<file path="src/rtl/bhc_pkg.sv">
// ----------------------------------------------------------------------------
// bhc_pkg
// Shared types, constants and commutation tables for the hall commutator.
// ----------------------------------------------------------------------------
package bhc_pkg;

  localparam int ADC_BITS = 12;
  localparam int DATA_W   = 16;
  localparam int PROD_W   = ADC_BITS + DATA_W;
  localparam int CFG_IDX_W = 3;

  localparam logic [DATA_W-1:0] LOW_GUARD = DATA_W'(3);

  localparam logic [1:0] OP_HALL     = 2'd0;
  localparam logic [1:0] OP_THROTTLE = 2'd1;
  localparam logic [1:0] OP_STOP     = 2'd2;

  localparam logic [1:0] SPIN_STOP = 2'd0;
  localparam logic [1:0] SPIN_CW   = 2'd1;
  localparam logic [1:0] SPIN_CCW  = 2'd2;

  localparam logic [CFG_IDX_W-1:0] REG_SPIN_MODE  = 3'd0;
  localparam logic [CFG_IDX_W-1:0] REG_DIRECTION  = 3'd1;
  localparam logic [CFG_IDX_W-1:0] REG_STOP_LEVEL = 3'd2;
  localparam logic [CFG_IDX_W-1:0] REG_START_LEVEL = 3'd3;
  localparam logic [CFG_IDX_W-1:0] REG_MAX_LEVEL  = 3'd4;
  localparam logic [CFG_IDX_W-1:0] REG_FULL_SCALE = 3'd5;

  typedef struct packed {
    logic [1:0]  op;
    logic [2:0]  hall_code;
    logic [11:0] throttle_sample;
  } in_item_t;

  typedef struct packed {
    logic [15:0] u_high_compare;
    logic [15:0] v_high_compare;
    logic [15:0] w_high_compare;
    logic        u_low_pin;
    logic        v_low_pin;
    logic        w_low_pin;
    logic [15:0] drive_width_out;
    logic [15:0] hall_event_count;
  } out_item_t;

  // bridge pattern bits 5..0: UH UL VH VL WH WL
  function automatic logic [5:0] fwd_pattern(input logic [2:0] code);
    logic [5:0] p;
    case (code)
      3'd1:    p = 6'h12;
      3'd2:    p = 6'h09;
      3'd3:    p = 6'h18;
      3'd4:    p = 6'h24;
      3'd5:    p = 6'h06;
      3'd6:    p = 6'h21;
      default: p = 6'h00;
    endcase
    return p;
  endfunction

  function automatic logic [5:0] bwd_pattern(input logic [2:0] code);
    logic [5:0] p;
    case (code)
      3'd1:    p = 6'h21;
      3'd2:    p = 6'h06;
      3'd3:    p = 6'h24;
      3'd4:    p = 6'h18;
      3'd5:    p = 6'h09;
      3'd6:    p = 6'h12;
      default: p = 6'h00;
    endcase
    return p;
  endfunction

endpackage

</file>
<file path="src/rtl/bhc_mul.sv">
// ----------------------------------------------------------------------------
// bhc_mul
// Bit-serial shift-add multiplier, one multiplier bit per cycle.
// ----------------------------------------------------------------------------
module bhc_mul (
  input  logic                          clk,
  input  logic                          rst_n,
  input  logic                          start,
  input  logic [bhc_pkg::DATA_W-1:0]    mcand,
  input  logic [bhc_pkg::ADC_BITS-1:0]  mplier,
  output logic                          done,
  output logic [bhc_pkg::PROD_W-1:0]    product
);
  import bhc_pkg::*;

  localparam int CNT_W = $clog2(ADC_BITS);

  logic                busy_r, busy_nxt;
  logic                done_r, done_nxt;
  logic [CNT_W-1:0]    cnt_r, cnt_nxt;
  logic [DATA_W-1:0]   mcand_r, mcand_nxt;
  logic [DATA_W-1:0]   hi_r, hi_nxt;
  logic [ADC_BITS-1:0] lo_r, lo_nxt;
  logic [DATA_W:0]     sum;

  always_comb begin
    busy_nxt  = busy_r;
    done_nxt  = 1'b0;
    cnt_nxt   = cnt_r;
    mcand_nxt = mcand_r;
    hi_nxt    = hi_r;
    lo_nxt    = lo_r;
    sum       = {1'b0, hi_r} + (lo_r[0] ? {1'b0, mcand_r} : '0);
    if (start) begin
      busy_nxt  = 1'b1;
      cnt_nxt   = '0;
      mcand_nxt = mcand;
      hi_nxt    = '0;
      lo_nxt    = mplier;
    end else if (busy_r) begin
      hi_nxt = sum[DATA_W:1];
      lo_nxt = {sum[0], lo_r[ADC_BITS-1:1]};
      cnt_nxt = cnt_r + 1'b1;
      if (cnt_r == CNT_W'(ADC_BITS - 1)) begin
        busy_nxt = 1'b0;
        done_nxt = 1'b1;
      end
    end
  end

  always_ff @(posedge clk) begin
    if (!rst_n) begin
      busy_r <= 1'b0;
      done_r <= 1'b0;
      cnt_r  <= '0;
    end else begin
      busy_r <= busy_nxt;
      done_r <= done_nxt;
      cnt_r  <= cnt_nxt;
    end
    mcand_r <= mcand_nxt;
    hi_r    <= hi_nxt;
    lo_r    <= lo_nxt;
  end

  assign done    = done_r;
  assign product = {hi_r, lo_r};

endmodule

</file>
<file path="src/rtl/bhc_div.sv">
// ----------------------------------------------------------------------------
// bhc_div
// Restoring divider, one quotient bit per cycle.
// ----------------------------------------------------------------------------
module bhc_div (
  input  logic                          clk,
  input  logic                          rst_n,
  input  logic                          start,
  input  logic [bhc_pkg::PROD_W-1:0]    dividend,
  input  logic [bhc_pkg::ADC_BITS-1:0]  divisor,
  output logic                          done,
  output logic [bhc_pkg::PROD_W-1:0]    quotient
);
  import bhc_pkg::*;

  localparam int CNT_W = $clog2(PROD_W);

  logic                busy_r, busy_nxt;
  logic                done_r, done_nxt;
  logic [CNT_W-1:0]    cnt_r, cnt_nxt;
  logic [ADC_BITS-1:0] div_r, div_nxt;
  logic [ADC_BITS-1:0] rem_r, rem_nxt;
  logic [PROD_W-1:0]   quo_r, quo_nxt;
  logic [ADC_BITS:0]   trial;
  logic [ADC_BITS:0]   diff;

  always_comb begin
    busy_nxt = busy_r;
    done_nxt = 1'b0;
    cnt_nxt  = cnt_r;
    div_nxt  = div_r;
    rem_nxt  = rem_r;
    quo_nxt  = quo_r;
    trial    = {rem_r, quo_r[PROD_W-1]};
    diff     = trial - {1'b0, div_r};
    if (start) begin
      busy_nxt = 1'b1;
      cnt_nxt  = '0;
      div_nxt  = divisor;
      rem_nxt  = '0;
      quo_nxt  = dividend;
    end else if (busy_r) begin
      if (trial >= {1'b0, div_r}) begin
        rem_nxt = diff[ADC_BITS-1:0];
        quo_nxt = {quo_r[PROD_W-2:0], 1'b1};
      end else begin
        rem_nxt = trial[ADC_BITS-1:0];
        quo_nxt = {quo_r[PROD_W-2:0], 1'b0};
      end
      cnt_nxt = cnt_r + 1'b1;
      if (cnt_r == CNT_W'(PROD_W - 1)) begin
        busy_nxt = 1'b0;
        done_nxt = 1'b1;
      end
    end
  end

  always_ff @(posedge clk) begin
    if (!rst_n) begin
      busy_r <= 1'b0;
      done_r <= 1'b0;
      cnt_r  <= '0;
    end else begin
      busy_r <= busy_nxt;
      done_r <= done_nxt;
      cnt_r  <= cnt_nxt;
    end
    div_r <= div_nxt;
    rem_r <= rem_nxt;
    quo_r <= quo_nxt;
  end

  assign done     = done_r;
  assign quotient = quo_r;

endmodule

</file>
<file path="src/rtl/bldc_hall_commutator.sv">
// ----------------------------------------------------------------------------
// bldc_hall_commutator
// A hall event, stop or other request goes from S_IDLE to S_EMIT; a throttle
// sample in the scaling range passes S_MUL (ADC_BITS serial multiply steps)
// and S_DIV (ADC_BITS+16 serial divide steps) first. Throughput: one request
// at a time; the next is taken once the result is in the output register.
// Synchronous reset restores all state but out_data_r and the mul/div data.
// ----------------------------------------------------------------------------
module bldc_hall_commutator (
  input  logic                              clk,
  input  logic                              rst_n,
  input  logic                              in_valid,
  output logic                              in_ready,
  input  bhc_pkg::in_item_t                 in_data,
  output logic                              out_valid,
  input  logic                              out_ready,
  output bhc_pkg::out_item_t                out_data,
  input  logic                              cfg_we,
  input  logic [bhc_pkg::CFG_IDX_W-1:0]     cfg_index,
  input  logic [15:0]                       cfg_data
);
  import bhc_pkg::*;

  typedef enum logic [1:0] {S_IDLE, S_MUL, S_DIV, S_EMIT} state_t;

  state_t              state_r, state_nxt;
  logic [1:0]          spin_r, spin_nxt;
  logic                dir_r, dir_nxt;
  logic [ADC_BITS-1:0] stop_lvl_r, stop_lvl_nxt;
  logic [ADC_BITS-1:0] start_lvl_r, start_lvl_nxt;
  logic [ADC_BITS-1:0] max_lvl_r, max_lvl_nxt;
  logic [DATA_W-1:0]   fs_r, fs_nxt;
  logic [5:0]          pat_r, pat_nxt;
  logic [DATA_W-1:0]   hc_r [3];
  logic [DATA_W-1:0]   hc_nxt [3];
  logic [2:0]          pins_r, pins_nxt;
  logic [DATA_W-1:0]   dw_r, dw_nxt;
  logic [DATA_W-1:0]   evt_r, evt_nxt;
  logic                out_valid_r, out_valid_nxt;
  out_item_t           out_data_r, out_data_nxt;

  logic                accept;
  logic                mul_start;
  logic                mul_done;
  logic [PROD_W-1:0]   mul_prod;
  logic                div_done;
  logic [PROD_W-1:0]   div_quo;
  logic [ADC_BITS-1:0] sample;
  logic [ADC_BITS-1:0] sample_off;
  logic [ADC_BITS-1:0] span;
  logic [DATA_W:0]     fs_inc;
  logic [DATA_W-1:0]   fs_sat;
  logic [DATA_W-1:0]   quo_sat;
  logic                allow_fwd;
  logic                allow_bwd;

  assign sample     = ADC_BITS'(in_data.throttle_sample);
  assign sample_off = sample - stop_lvl_r;
  assign span       = max_lvl_r - start_lvl_r;
  assign fs_inc     = {1'b0, fs_r} + 1'b1;
  assign fs_sat     = fs_inc[DATA_W] ? '1 : fs_inc[DATA_W-1:0];
  assign quo_sat    = (|div_quo[PROD_W-1:DATA_W]) ? '1 : div_quo[DATA_W-1:0];
  assign allow_fwd  = (spin_r == SPIN_CW || spin_r == SPIN_STOP) && !dir_r;
  assign allow_bwd  = (spin_r == SPIN_CCW || spin_r == SPIN_STOP) && dir_r;
  assign in_ready   = (state_r == S_IDLE);
  assign accept     = in_valid && in_ready;

  bhc_mul u_mul (
    .clk     (clk),
    .rst_n   (rst_n),
    .start   (mul_start),
    .mcand   (fs_r),
    .mplier  (sample_off),
    .done    (mul_done),
    .product (mul_prod)
  );

  bhc_div u_div (
    .clk      (clk),
    .rst_n    (rst_n),
    .start    (mul_done),
    .dividend (mul_prod),
    .divisor  (span),
    .done     (div_done),
    .quotient (div_quo)
  );

  always_comb begin
    state_nxt     = state_r;
    spin_nxt      = spin_r;
    dir_nxt       = dir_r;
    stop_lvl_nxt  = stop_lvl_r;
    start_lvl_nxt = start_lvl_r;
    max_lvl_nxt   = max_lvl_r;
    fs_nxt        = fs_r;
    pat_nxt       = pat_r;
    hc_nxt        = hc_r;
    pins_nxt      = pins_r;
    dw_nxt        = dw_r;
    evt_nxt       = evt_r;
    out_valid_nxt = out_valid_r;
    out_data_nxt  = out_data_r;
    mul_start     = 1'b0;

    if (cfg_we) begin
      case (cfg_index)
        REG_SPIN_MODE:   spin_nxt      = cfg_data[1:0];
        REG_DIRECTION:   dir_nxt       = cfg_data[0];
        REG_STOP_LEVEL:  stop_lvl_nxt  = cfg_data[ADC_BITS-1:0];
        REG_START_LEVEL: start_lvl_nxt = cfg_data[ADC_BITS-1:0];
        REG_MAX_LEVEL:   max_lvl_nxt   = cfg_data[ADC_BITS-1:0];
        REG_FULL_SCALE:  fs_nxt        = cfg_data[DATA_W-1:0];
        default: ;
      endcase
    end

    if (out_valid_r && out_ready) begin
      out_valid_nxt = 1'b0;
    end

    case (state_r)
      S_IDLE: begin
        if (accept) begin
          state_nxt = S_EMIT;
          case (in_data.op)
            OP_HALL: begin
              if (allow_fwd) begin
                pat_nxt = fwd_pattern(in_data.hall_code);
              end else if (allow_bwd) begin
                pat_nxt = bwd_pattern(in_data.hall_code);
              end
              for (int ph = 0; ph < 3; ph++) begin
                if (!pat_nxt[5-2*ph]) hc_nxt[ph] = '0;
                if (!pat_nxt[4-2*ph]) pins_nxt[2-ph] = 1'b1;
                if (pat_nxt[5-2*ph] && !pat_nxt[4-2*ph] && !pat_r[5-2*ph]) begin
                  hc_nxt[ph] = dw_r;
                end
                if (pat_nxt[4-2*ph] && !pat_nxt[5-2*ph] && !pat_r[4-2*ph]) begin
                  pins_nxt[2-ph] = 1'b0;
                end
              end
              evt_nxt = evt_r + 1'b1;
            end
            OP_THROTTLE: begin
              if (sample < stop_lvl_r) begin
                dw_nxt = '0;
              end else if (sample > max_lvl_r || max_lvl_r <= start_lvl_r) begin
                dw_nxt = fs_sat;
              end else begin
                mul_start = 1'b1;
                state_nxt = S_MUL;
              end
            end
            OP_STOP: dw_nxt = DATA_W'(1);
            default: ;
          endcase
        end
      end
      S_MUL: begin
        if (mul_done) state_nxt = S_DIV;
      end
      S_DIV: begin
        if (div_done) begin
          dw_nxt    = (quo_sat > LOW_GUARD) ? quo_sat - LOW_GUARD : '0;
          state_nxt = S_EMIT;
        end
      end
      S_EMIT: begin
        if (!out_valid_r || out_ready) begin
          out_valid_nxt                 = 1'b1;
          out_data_nxt.u_high_compare   = hc_r[0];
          out_data_nxt.v_high_compare   = hc_r[1];
          out_data_nxt.w_high_compare   = hc_r[2];
          out_data_nxt.u_low_pin        = pins_r[2];
          out_data_nxt.v_low_pin        = pins_r[1];
          out_data_nxt.w_low_pin        = pins_r[0];
          out_data_nxt.drive_width_out  = dw_r;
          out_data_nxt.hall_event_count = evt_r;
          state_nxt                     = S_IDLE;
        end
      end
      default: state_nxt = S_IDLE;
    endcase
  end

  always_ff @(posedge clk) begin
    if (!rst_n) begin
      state_r     <= S_IDLE;
      spin_r      <= SPIN_STOP;
      dir_r       <= 1'b0;
      stop_lvl_r  <= '0;
      start_lvl_r <= '0;
      max_lvl_r   <= '1;
      fs_r        <= '0;
      pat_r       <= '0;
      hc_r[0]     <= '0;
      hc_r[1]     <= '0;
      hc_r[2]     <= '0;
      pins_r      <= '1;
      dw_r        <= '0;
      evt_r       <= '0;
      out_valid_r <= 1'b0;
    end else begin
      state_r     <= state_nxt;
      spin_r      <= spin_nxt;
      dir_r       <= dir_nxt;
      stop_lvl_r  <= stop_lvl_nxt;
      start_lvl_r <= start_lvl_nxt;
      max_lvl_r   <= max_lvl_nxt;
      fs_r        <= fs_nxt;
      pat_r       <= pat_nxt;
      hc_r        <= hc_nxt;
      pins_r      <= pins_nxt;
      dw_r        <= dw_nxt;
      evt_r       <= evt_nxt;
      out_valid_r <= out_valid_nxt;
    end
    out_data_r <= out_data_nxt;
  end

  assign out_valid = out_valid_r;
  assign out_data  = out_data_r;

endmodule

</file>
<file path="config.mk">
export PLATFORM = sky130hd
export DESIGN_NAME = bldc_hall_commutator
export DESIGN_NICKNAME = d
export VERILOG_FILES = /design/src/rtl/bhc_pkg.sv /design/src/rtl/bhc_mul.sv /design/src/rtl/bhc_div.sv /design/src/rtl/bldc_hall_commutator.sv
export SDC_FILE = /design/constraint.sdc
export NUM_CORES = 1
export LEC_CHECK = 0
export BUFFER_PORTS_ARGS = -buffer_cell sky130_fd_sc_hd__buf_2
export CORE_MARGIN = 2
export CORE_UTILIZATION = 35
export DETAILED_ROUTE_END_ITERATION = 6
export PLACE_DENSITY = 0.54
export SLEW_MARGIN = 20
export SYNTH_ARGS = -nofsm -noshare
export SYNTH_HDL_FRONTEND = slang
export SYNTH_HIERARCHICAL = 1
export SYNTH_SLANG_ARGS = --single-unit
</file>
<file path="constraint.sdc">
create_clock -name clk -period 8.2 [get_ports clk]
set_input_delay 1.23 -clock clk [delete_from_list [all_inputs] [get_ports clk]]
set_output_delay 1.23 -clock clk [all_outputs]
set_load 0.03 [all_outputs]
</file>
==> results.md <==
* Avg Cell Area, Syn at 10.26 um2
* Post-CTS Setup Inserts at 0
* Status: finished clean
* H-tree lvl count at 2
* Die area at 47,680 um2
* Critical Path RT at 8400 ps
* Clk sinks at 339
* Syn Std Cell Area at 16,080 um2
* Critical Path AT at 4580 ps
* Drt initial violations at 642
* Clk Tree Root Cell: clkbuf_16
* Register area at 8299 um2
* Crit path cell chain: buf_2 > inv_1 > ha_1 > fa_1 > nor2b_1 > o31a_1 > o211ai_1 > and2_1 > nor3_1 > and2_2 > buf_4 > nor2_1 > inv_1
* Layout fillers at 4,466
* Overall power at 4.740 mW
* Yosys cell types at 87
* Most numerous cell in the Yosys netlist: dfxtp_1
* Layout cell share with drive strength beyond 1 at 16.06%
* Syn nets at 1,686
* Commonest cells post-synth: dfxtp_1 (188), nand2_1 (187), edfxtp_1 (151)
* Initial antenna violation count at 0
* Worst-path fanout max at 45
* Core area at 45,380 um2
* Drt first pass iters at 5
* GP Congestion at 0.8817
* Global Route Usage Sum at 17.51%
* Area of the multi-input gates at 7206 um2
* Clock latency on the worst-skew pair at 570 ps
* First-pass GRT wire length at 65,350 um
* Hold WS at 428.2 ps
* ANT cells at 0
* I/O pins at 126
* Site row count at 78
* Setup violators final at 0
* Top cell type by total area after synthesis: edfxtp_1
* Clk slew on worst S/H paths at 60 ps
* #FFs+latches synth at 339
* Synthesis-to-layout area growth at 15.61%
* Synthesized instance count at 1,568
* CP dominant cell by count: inv_1
* # port buffers at 125
* Post-DP HPWL at 29,920 um
* CP Launch Type: primary input
* Vias at 11,950
* # resized after CTS at 0
* Hold buffer count at CTS at 0
* CTS Buffer Depth at 3
* Final period util at 53.41%
* Slowest cell on crit path: buf_4
* Synth area leaders: edfxtp_1 (28%), dfxtp_1 (23%), ha_1 (5.7%)
* RSZ-0062 raised after global routing: no
* Slew headroom at 27.79%
* Die width at 218.4 um
* Setup CP Type: in -> reg
* Total CTS buffers at 39
* Number of synthesized flops with an enable pin at 151
* Critical Path Max Stage Delay at 450 ps
* WL final at 41,900 um
* Clock Skews at 16.11 ps
* Starting Density at 35.44%
* Hold crit path type: reg -> reg
* Static Leak at 6.971 nW
* GR Overflow Total at 0
* Net count, final at 1,800
* Post-route ant nets at 0
* Via density at 5.167
* Largest net degree at the start of global routing at 86
* Fmax at 228.3 MHz
* Ys flop type: dfxtp_1
* Pwr/cell area at 254.9 nW/um2
* Vias in the first global route at 11,720
* CTS tree: built
* Asr flop ratio synth at 0%
* Die height at 218.4 um
* Final Hold Fails at 0
* Crit. End Element: flip-flop
* Final worst path period need at 4380 ps
* Sequential share of the synthesized area at 51.59%
* Drt drc at 0
* Yosys warning total at 6
* Actual slew at the worst max-slew pin at 1083 ps
* Max IR drop VDD at 0.0001474 V
* Maximum capacitance violations at 0
* Max-slew violations at 0
* Setup TNS at 0 ps
* Avg WL per Cell at 18.12 um
* Post-synth top area share at 28.19%
## layout make-up
class                           count  area share (%)
Clock inverter                      9          0.9758
Inverter                           77           1.561
Sequential cell                   339           44.64
Timing Repair Buffer              138           3.890
Clock buffer                       62           6.144
Multi-Input combinational cell   1087           38.76
Tap cell                          600           4.038
## flip-flops by register name, indices dropped and copies added (netlist names), 5 cells and up
signal          flops
out_data           83
hc_r               48
u_div/quotient     28
dw_r               16
evt_r              16
fs_r               16
u_mul/hi_r         16
u_mul/mcand_r      16
max_lvl_r          12
start_lvl_r        12
stop_lvl_r         12
u_div/div_r        12
u_div/rem_r        12
u_mul/lo_r         12
pat_r               6
u_div/cnt_r         5
## layer usage
metal | vias up | GRT usage, % | part of all wire (%) | routed length (um)
met4 | 0 | 4.943 | 2.2 | 930
met2 | 236 | 28.84 | 47 | 19710
li1 | 5886 | - | - | -
met3 | 66 | 3.466 | 4.3 | 1803
met1 | 5757 | 23.32 | 46 | 19460
met5 | - | 0 | 0 | 0
## per-stage QoR
step	cell area (um2)	instances	worst slack, ps	utilization (%)
floorplan	16080	1568	2685	-
global placement	17260	2241	3396	38.04
detailed placement	17260	2241	3253	38.04
CTS	18590	2312	3870	40.96
global route	18590	2312	3563	40.97
finish	18590	2312	3820	40.97
## worst max-delay path, delay by kind of cell
kind	cells	cell delay, ps
and+or+nand+nor	5	1260
buffers and inverters	4	1020
adders and majority gates	2	640
AOI/OAI and AO/OA	2	400
## power breakdown
group / total, mW / internal, mW / switching, mW / leakage (nW)
Combinational: 0.904 / 0.324 / 0.579 / 3.40
Clock: 1.79 / 1.09 / 0.704 / 0.641
Sequential: 2.04 / 1.93 / 0.116 / 2.93
## layout by cell type (no fill, tap or decap), types with 8 or more instances in the layout
cell	instances
nand2_1	187
dfxtp_1	187
edfxtp_1	151
a21oi_1	127
nor2_1	125
buf_2	125
inv_1	75
ha_1	73
nand3_1	46
mux2_2	41
xnor2_1	39
clkbuf_16	39
xor2_1	37
a22oi_1	34
o21ai_0	31
nor3_1	25
nor2b_1	19
o211ai_1	19
and2_1	19
nand4_1	18
nand2b_1	17
a21o_1	16
mux2i_1	16
o21a_1	15
clkbuf_1	15
a211oi_1	14
or3_1	14
buf_4	13
and3_1	9
a21boi_0	9
nor4_1	8
clkbuf_8	8
## final timing paths
kind / slack (ps) / endpoint / from / cells after the start
max: 3820 / u_mul/lo_r[0]$_DFFE_PP_ / in_data[0] / 13
min: 430 / out_data[81]$_DFFE_PP_ / hc_r[46]$_SDFFE_PN0P_ / 0
max reg2reg: 4220 / u_mul/lo_r[0]$_DFFE_PP_ / max_lvl_r[11]$_SDFFE_PN1P_ / 11
min reg2reg: 430 / out_data[81]$_DFFE_PP_ / hc_r[46]$_SDFFE_PN0P_ / 0
## cell families after synthesis
family,count (synthesis),share of synthesized area (%)
xor gates and xnor gates,76,4.139
DFF,339,51.59
adders and majority gates,77,6.177
and+or+nand+nor,526,15.41
AOI/OAI and AO/OA,351,14.99
buffers and inverters,142,3.820
muxes,57,3.866
Power figures use the tool's default switching activity.
